File: config.mk
export PLATFORM = sky130hd
export DESIGN_NAME = cobs_frame_encoder
export DESIGN_NICKNAME = d
export VERILOG_FILES = /design/src/cobs_pkg.sv /design/src/cobs_ctrl.sv /design/src/cobs_datapath.sv /design/src/cobs_frame_encoder.sv
export SDC_FILE = /design/constraint.sdc
export NUM_CORES = 1
export LEC_CHECK = 0
export ABC_CLOCK_PERIOD_IN_PS = 3160
export BUFFER_PORTS_ARGS = -buffer_cell sky130_fd_sc_hd__clkbuf_2
export CAP_MARGIN = 20
export CORE_ASPECT_RATIO = 0.7
export CORE_UTILIZATION = 35
export DETAILED_ROUTE_END_ITERATION = 8
export SYNTH_ARGS = -nofsm -noshare
export SYNTH_HDL_FRONTEND = slang
export SYNTH_SLANG_ARGS = --single-unit
File: constraint.sdc
create_clock -name aclk -period 3.16 [get_ports aclk]
set_clock_uncertainty 0.1 [all_clocks]
set_input_delay 0.474 -clock aclk [delete_from_list [all_inputs] [get_ports aclk]]
set_output_delay 0.474 -clock aclk [all_outputs]
set_load 0.01 [all_outputs]
File: src/cobs_pkg.sv
// ----------------------------------------------------------------------------
// cobs_pkg: shared definitions of the COBS frame encoder
// Default frame length, the delimiter constant, and the command and status
// groups that pass between the controller and the datapath.
// ----------------------------------------------------------------------------
package cobs_pkg;

    // Default number of payload bytes in one frame.
    localparam int FRAME_BYTES_DEFAULT = 16;

    // The byte that ends every encoded frame.
    localparam logic [7:0] DELIM_BYTE = 8'h00;

    // Source of the next encoded byte.
    typedef enum logic [1:0] {
        SEL_CODE  = 2'd0,
        SEL_DATA  = 2'd1,
        SEL_DELIM = 2'd2
    } out_sel_t;

    // Commands from the controller to the datapath.
    typedef struct packed {
        logic     accept;   // an input beat is taken this cycle
        logic     load;     // load the output register
        out_sel_t sel;      // what the output register loads
        logic     last;     // the loaded byte ends the results of its input
        logic     rd_clr;   // rewind the run read pointer
        logic     rd_inc;   // advance the run read pointer
        logic     run_clr;  // the open run has been sent; empty it
    } cobs_cmd_t;

    // Status from the datapath to the controller.
    typedef struct packed {
        logic frame_end;    // the next input beat is the last of its frame
        logic byte_zero;    // the offered input byte is zero
        logic run_empty;    // no bytes held in the open run
        logic rd_last;      // read pointer is at the last byte of the run
        logic out_free;     // output register can take a byte this cycle
    } cobs_status_t;

endpackage

File: src/cobs_ctrl.sv
// ----------------------------------------------------------------------------
// cobs_ctrl: sequencing controller of the COBS frame encoder
// Takes input beats, then walks each run flush (code byte, stuffed bytes)
// and the frame delimiter, one output byte per free output slot.
// ----------------------------------------------------------------------------
module cobs_ctrl (
    input  logic                  aclk,
    input  logic                  aresetn,
    input  logic                  s_valid,
    output logic                  s_ready,
    input  cobs_pkg::cobs_status_t status,
    output cobs_pkg::cobs_cmd_t    cmd
);

    typedef enum logic [1:0] {
        ST_IDLE,
        ST_CODE,
        ST_DATA,
        ST_DELIM
    } state_t;

    state_t state_reg, state_next;
    logic   end_pend_reg, end_pend_next;      // end-of-frame flush still to start
    logic   delim_pend_reg, delim_pend_next;  // delimiter follows the current flush
    logic   more_after;

    // Results still follow once the current flush is done.
    assign more_after = end_pend_reg || delim_pend_reg;

    // State and pending flags.
    always_ff @(posedge aclk) begin
        if (!aresetn) begin
            state_reg      <= ST_IDLE;
            end_pend_reg   <= 1'b0;
            delim_pend_reg <= 1'b0;
        end else begin
            state_reg      <= state_next;
            end_pend_reg   <= end_pend_next;
            delim_pend_reg <= delim_pend_next;
        end
    end

    // Next state and datapath commands.
    always_comb begin
        state_next      = state_reg;
        end_pend_next   = end_pend_reg;
        delim_pend_next = delim_pend_reg;
        s_ready         = 1'b0;
        cmd             = '0;
        cmd.sel         = cobs_pkg::SEL_CODE;

        unique case (state_reg)
            ST_IDLE: begin
                s_ready = 1'b1;
                if (s_valid) begin
                    cmd.accept = 1'b1;
                    if (status.byte_zero) begin
                        state_next      = ST_CODE;
                        end_pend_next   = status.frame_end;
                        delim_pend_next = 1'b0;
                    end else if (status.frame_end) begin
                        state_next      = ST_CODE;
                        end_pend_next   = 1'b0;
                        delim_pend_next = 1'b1;
                    end
                end
            end

            ST_CODE: begin
                cmd.rd_clr = 1'b1;
                if (status.out_free) begin
                    cmd.load = 1'b1;
                    cmd.sel  = cobs_pkg::SEL_CODE;
                    cmd.last = status.run_empty && !more_after;
                    if (status.run_empty) begin
                        cmd.run_clr = 1'b1;
                        if (end_pend_reg) begin
                            end_pend_next   = 1'b0;
                            delim_pend_next = 1'b1;
                        end else if (delim_pend_reg) begin
                            state_next = ST_DELIM;
                        end else begin
                            state_next = ST_IDLE;
                        end
                    end else begin
                        state_next = ST_DATA;
                    end
                end
            end

            ST_DATA: begin
                if (status.out_free) begin
                    cmd.load   = 1'b1;
                    cmd.sel    = cobs_pkg::SEL_DATA;
                    cmd.rd_inc = 1'b1;
                    cmd.last   = status.rd_last && !more_after;
                    if (status.rd_last) begin
                        cmd.run_clr = 1'b1;
                        if (end_pend_reg) begin
                            state_next      = ST_CODE;
                            end_pend_next   = 1'b0;
                            delim_pend_next = 1'b1;
                        end else if (delim_pend_reg) begin
                            state_next = ST_DELIM;
                        end else begin
                            state_next = ST_IDLE;
                        end
                    end
                end
            end

            ST_DELIM: begin
                if (status.out_free) begin
                    cmd.load        = 1'b1;
                    cmd.sel         = cobs_pkg::SEL_DELIM;
                    cmd.last        = 1'b1;
                    delim_pend_next = 1'b0;
                    state_next      = ST_IDLE;
                end
            end

            default: begin
                state_next = ST_IDLE;
            end
        endcase
    end

endmodule

File: src/cobs_datapath.sv
// ----------------------------------------------------------------------------
// cobs_datapath: run buffer, counters and output register of the encoder
// Holds the nonzero bytes of the open run in a small memory, counts the
// run length and the frame position, and drives the result channel.
// ----------------------------------------------------------------------------
module cobs_datapath #(
    parameter int FRAME_BYTES = cobs_pkg::FRAME_BYTES_DEFAULT
) (
    input  logic                  aclk,
    input  logic                  aresetn,
    input  logic [7:0]            s_data_byte,
    output logic                  m_valid,
    input  logic                  m_ready,
    output logic [7:0]            m_out_byte,
    output logic                  m_last_of_run,
    output logic                  m_is_delimiter,
    input  cobs_pkg::cobs_cmd_t    cmd,
    output cobs_pkg::cobs_status_t status
);

    localparam int IDX_W = (FRAME_BYTES > 1) ? $clog2(FRAME_BYTES) : 1;
    localparam int CNT_W = $clog2(FRAME_BYTES + 1);
    localparam logic [IDX_W-1:0] POS_LAST = IDX_W'(FRAME_BYTES - 1);
    localparam logic [CNT_W-1:0] CNT_MAX  = CNT_W'(FRAME_BYTES);

    logic [7:0]       run_mem [FRAME_BYTES];
    logic [7:0]       rd_data_reg;
    logic [CNT_W-1:0] run_len_reg, run_len_next;
    logic [IDX_W-1:0] pos_reg, pos_next;
    logic [IDX_W-1:0] rd_ptr_reg, rd_ptr_next;
    logic             m_valid_reg, m_valid_next;
    logic [7:0]       out_byte_reg;
    logic             last_reg;
    logic             delim_reg;
    logic             byte_zero;
    logic [7:0]       load_byte;

    assign byte_zero = (s_data_byte == 8'h00);

    // Status toward the controller.
    assign status.frame_end = (pos_reg == POS_LAST);
    assign status.byte_zero = byte_zero;
    assign status.run_empty = (run_len_reg == '0);
    assign status.rd_last   = ((CNT_W'(rd_ptr_reg) + CNT_W'(1)) == run_len_reg);
    assign status.out_free  = !m_valid_reg || m_ready;

    // Run length and frame position counters.
    always_comb begin
        run_len_next = run_len_reg;
        pos_next     = pos_reg;
        if (cmd.accept) begin
            if (!byte_zero) begin
                run_len_next = run_len_reg + CNT_W'(1);
            end
            if (status.frame_end) begin
                pos_next = '0;
            end else begin
                pos_next = pos_reg + IDX_W'(1);
            end
        end
        if (cmd.run_clr) begin
            run_len_next = '0;
        end
    end

    // Read pointer; the memory reads at the next pointer so that the
    // registered read data always matches the current pointer.
    always_comb begin
        rd_ptr_next = rd_ptr_reg;
        if (cmd.rd_clr) begin
            rd_ptr_next = '0;
        end else if (cmd.rd_inc) begin
            rd_ptr_next = rd_ptr_reg + IDX_W'(1);
        end
    end

    // Control registers.
    always_ff @(posedge aclk) begin
        if (!aresetn) begin
            run_len_reg <= '0;
            pos_reg     <= '0;
            rd_ptr_reg  <= '0;
            m_valid_reg <= 1'b0;
        end else begin
            run_len_reg <= run_len_next;
            pos_reg     <= pos_next;
            rd_ptr_reg  <= rd_ptr_next;
            m_valid_reg <= m_valid_next;
        end
    end

    // Run buffer memory: one write port, one registered read port.
    always_ff @(posedge aclk) begin
        if (cmd.accept && !byte_zero) begin
            run_mem[run_len_reg[IDX_W-1:0]] <= s_data_byte;
        end
        rd_data_reg <= run_mem[rd_ptr_next];
    end

    // Byte selected for the output register.
    always_comb begin
        case (cmd.sel)
            cobs_pkg::SEL_CODE:  load_byte = 8'(run_len_reg) + 8'd1;
            cobs_pkg::SEL_DATA:  load_byte = rd_data_reg;
            cobs_pkg::SEL_DELIM: load_byte = cobs_pkg::DELIM_BYTE;
            default:             load_byte = cobs_pkg::DELIM_BYTE;
        endcase
    end

    // Output register: a beat stays until the consumer takes it.
    always_comb begin
        m_valid_next = m_valid_reg;
        if (cmd.load) begin
            m_valid_next = 1'b1;
        end else if (m_ready) begin
            m_valid_next = 1'b0;
        end
    end

    always_ff @(posedge aclk) begin
        if (cmd.load) begin
            out_byte_reg <= load_byte;
            last_reg     <= cmd.last;
            delim_reg    <= (cmd.sel == cobs_pkg::SEL_DELIM);
        end
    end

    assign m_valid        = m_valid_reg;
    assign m_out_byte     = out_byte_reg;
    assign m_last_of_run  = last_reg;
    assign m_is_delimiter = delim_reg;

    // The delimiter is a zero byte and always closes its input's results.
    a_delim_form: assert property (@(posedge aclk) disable iff (!aresetn)
        (m_valid_reg && delim_reg) |-> (out_byte_reg == 8'h00 && last_reg))
        else $error("delimiter beat is not a final zero byte");

    // The open run never holds more bytes than a frame.
    a_run_bound: assert property (@(posedge aclk) disable iff (!aresetn)
        run_len_reg <= CNT_MAX)
        else $error("run length exceeds the frame length");

    // A waiting output beat is never overwritten.
    a_no_overwrite: assert property (@(posedge aclk) disable iff (!aresetn)
        !(cmd.load && m_valid_reg && !m_ready))
        else $error("output register loaded while its beat is stalled");

    // The frame counter restarts after the last byte of a frame.
    a_frame_wrap: assert property (@(posedge aclk) disable iff (!aresetn)
        (cmd.accept && status.frame_end) |=> (pos_reg == '0))
        else $error("frame position did not restart at the frame end");

endmodule

File: src/cobs_frame_encoder.sv
// ----------------------------------------------------------------------------
// cobs_frame_encoder: streaming COBS encoder for fixed-length frames
// Encodes each frame of FRAME_BYTES payload bytes with consistent overhead
// byte stuffing and ends it with a zero delimiter.
//
//   Channel   Ports                                    Direction  Beat
//   s_        s_valid s_ready s_data_byte              in         payload byte
//   m_        m_valid m_ready m_out_byte               out        encoded byte
//             m_last_of_run m_is_delimiter
//
// A nonzero byte inside a frame is taken and gives no result. A byte that
// causes results holds the input while the controller sends them, one byte
// per cycle while output is free; run bytes come from the buffer's read port.
// A stalled m_ready holds the output register and pauses the sequencer.
// Reset (aresetn low, synchronous) empties the run and restarts the frame.
// ----------------------------------------------------------------------------
module cobs_frame_encoder #(
    parameter int FRAME_BYTES = cobs_pkg::FRAME_BYTES_DEFAULT
) (
    input  logic       aclk,
    input  logic       aresetn,
    input  logic       s_valid,
    output logic       s_ready,
    input  logic [7:0] s_data_byte,
    output logic       m_valid,
    input  logic       m_ready,
    output logic [7:0] m_out_byte,
    output logic       m_last_of_run,
    output logic       m_is_delimiter
);

    cobs_pkg::cobs_cmd_t    cmd;
    cobs_pkg::cobs_status_t status;

    // Sequencer.
    cobs_ctrl u_ctrl (
        .aclk    (aclk),
        .aresetn (aresetn),
        .s_valid (s_valid),
        .s_ready (s_ready),
        .status  (status),
        .cmd     (cmd)
    );

    // Run buffer, counters and output register.
    cobs_datapath #(
        .FRAME_BYTES (FRAME_BYTES)
    ) u_datapath (
        .aclk           (aclk),
        .aresetn        (aresetn),
        .s_data_byte    (s_data_byte),
        .m_valid        (m_valid),
        .m_ready        (m_ready),
        .m_out_byte     (m_out_byte),
        .m_last_of_run  (m_last_of_run),
        .m_is_delimiter (m_is_delimiter),
        .cmd            (cmd),
        .status         (status)
    );

endmodule
==> results.cfg <==
[clock_network]
clockBufferDepth = 2
cts_buffers = 17
post_cts_buffers = 0
htreeDepth = 4
hold_buffers = 0
insertion_delay_ns = 0.43
clk_pin_slew_worst_paths_ns = 0.07
cts.sinks = 164
cts_tree = built
cts-resized-gates = 0
cts_root_buf = clkbuf_16

[floorplan]
die_area_mm2 = 0.0205
die_height_um = 120
core_area_mm2 = 0.0192
die_x_um = 171
rows = 42
initial_utilization_pct = 36.3
pin_count = 24

[layout]
syn_to_final_growth_pct = 17.3
drive_gt1_share_pct = 23.1
n_antenna_cell = 0
fillers = 1802
finalNetCount = 594
multi_input_area_mm2 = 0.00217
fin_util_pct = 42.6
most-common-layout-cells = edfxtp_1, mux2_2, nand3_1, nor2_1
layout_commonest_cell = edfxtp_1
largest_reg_flops = 128
regArea_mm2 = 0.00466

[power]
vdd_drop_max_v = 0.000376
leakage_uw = 0.00273
power_density_mw_per_mm2 = 582

[setup_path]
critPathKind = flip-flop to flip-flop
crit_required_ns = 3.38
max_stage_delay_ns = 0.44
cpMaxStageDelayCell = ha_1
cp.arrival_ns = 3.01
worst-path-max-fanout = 10
start_kind = flip-flop
end_kind = flip-flop
path_cells = inv_1 > ha_1 > nor2b_1 > o21ai_2 > nand2_1 > buf_4 > nand3_1 > o22ai_1 > nor4_1

[timing]
min_period_over_period_pct = 88.2
finalSetupTns_ns = 0
fmax_ghz = 0.359
rsz0062_at_grt = no
hold_violations = 0
hold_slack_ns = 0.242
worstMarginPinSlew_ns = 1.07
drv_slew = 0
slew_headroom_pct = 27.9
min_period_ns = 2.79
finalSetupViolCount = 0

[synthesis]
synth.top_cell.area_share_pct = 59.3
synthArstFlopShare_pct = 0
ys_warn_count = 0
synth_edf_count = 138
synth-main-ff-cell = edfxtp_1
seq_area_frac_synth_pct = 66.8
syn_area_mm2 = 0.00699
synth_cell_types = 57
synthCells = 522
yosys.area.top_type = edfxtp_1
syn_nets = 544
synth-seq-cells = 164
synth_area_leaders = edfxtp_1, dfxtp_1, mux2_2
syn_avg_cell_area_um2 = 13.4

[detailed_routing]
avgRoutedWirePerCell_um = 21.1
viasPerCell = 5.51
first_pass_iters = 5
ant_nets = 0
finalWirelength_um = 17900
drcViolationCount = 0
route.vias.total = 4678
drt-initial-drc-count = 525

[worst_hold_path]
min-delay-path-class = input port to flip-flop

[global_route]
overflow = 0
first_global_vias = 4375
antenna_found_initial = 1
grtUsageMet1_pct = 29.2
met2_usage_pct = 24.2
grt_use_total_pct = 18.6
use_met3_pct = 6.51
grt_max_degree = 33
grt_pass1_wl_um = 27000
top_usage_layer = met1

[place]
io_buffers = 23
gp_congestion = 0.899
place_hpwl_um = 12500

[outcome]
status = finished clean

[flow_run]
max_cap_violations = 0
routing by layer:
metal  part of all wire, %  vias to the layer above
li1                      -                     2130
met1                    50                     2339
met2                    40                      194
met3                   8.6                       15
met4                  0.83                        0
met5                     0                        -
logic make-up (layout without fill, tap and decap cells):
group           count (synthesis)  count (layout)  share of synthesized area [%]
fa+ha+maj                      10              10                           1.79
flops                         164             164                           66.8
buf+inv                        35              98                           2.11
mux                            43              43                           6.88
compound gates                108             108                           9.82
simple gates                  150             150                           11.1
xor+xnor                       12              12                           1.50
report_power, final:
group	switching, uW	internal (uW)	total, uW
Sequential	21.5	2380	2400
Clock	918	1240	2150
Combinational	137	74.1	211
Total	1080	3690	4770
critical path: cells and delay by family (launching register included):
| family | cells | cell delay (ns) |
|---|---|---|
| adders and majority gates | 1 | 0.44 |
| AOI/OAI and AO/OA | 2 | 0.31 |
| DFF | 1 | 0.35 |
| and+or+nand+nor | 4 | 1.10 |
| buffers and inverters | 2 | 0.36 |
cell type report:
type                            instances  area share (%)
Sequential cell                       164            56.9
Multi-Input combinational cell        323            26.5
Clock buffer                           19            5.53
Timing Repair Buffer                   56            4.58
Tap cell                              264            4.03
Clock inverter                         13            1.97
Inverter                               10           0.458
final timing paths:
| kind | startpoint | end | slack (ns) | cells after the start |
|---|---|---|---|---|
| setup / recovery | u_ctrl.state_reg[1] | u_datapath.rd_data_reg[6] | 0.37 | 9 |
| hold / removal | s_data_byte[4] | u_datapath.run_mem[7][4] | 0.24 | 1 |
| setup reg to reg | u_ctrl.state_reg[1] | u_datapath.rd_data_reg[6] | 0.37 | 9 |
| hold reg to reg | u_datapath.pos_reg[3] | u_datapath.pos_reg[3] | 0.39 | 2 |
cell usage after synthesis (2+ instances only):
cell,number
edfxtp_1,138
mux2_2,40
nand3_1,38
nor2_1,36
o21ai_0,32
dfxtp_1,26
o22ai_1,20
nand2_1,18
a21oi_1,15
clkbuf_1,14
and3_1,10
ha_1,10
a211oi_1,9
inv_1,9
nor3_1,9
o211ai_1,9
nor4_1,8
buf_2,7
xor2_1,7
xnor2_1,5
nand2b_1,4
nand4_1,4
nor2b_1,4
or3_1,4
and2_1,3
mux2i_1,3
or4_1,3
a221oi_1,2
a22o_1,2
buf_1,2
buf_4,2
nand4b_1,2
o21a_1,2
o31ai_1,2
stage by stage:
stage	setup WS (ns)	std cells	cell area [um2]	total power [uW]
3_3_place_gp	0.321	817	7580	2650
5_1_grt	0.158	849	8200	4910
6_report	0.373	849	8200	4770
3_5_place_dp	0.201	817	7580	2660
4_1_cts	0.390	849	8200	4790
2_1_floorplan	0.610	522	6990	2550
Power figures use the tool's default switching activity.
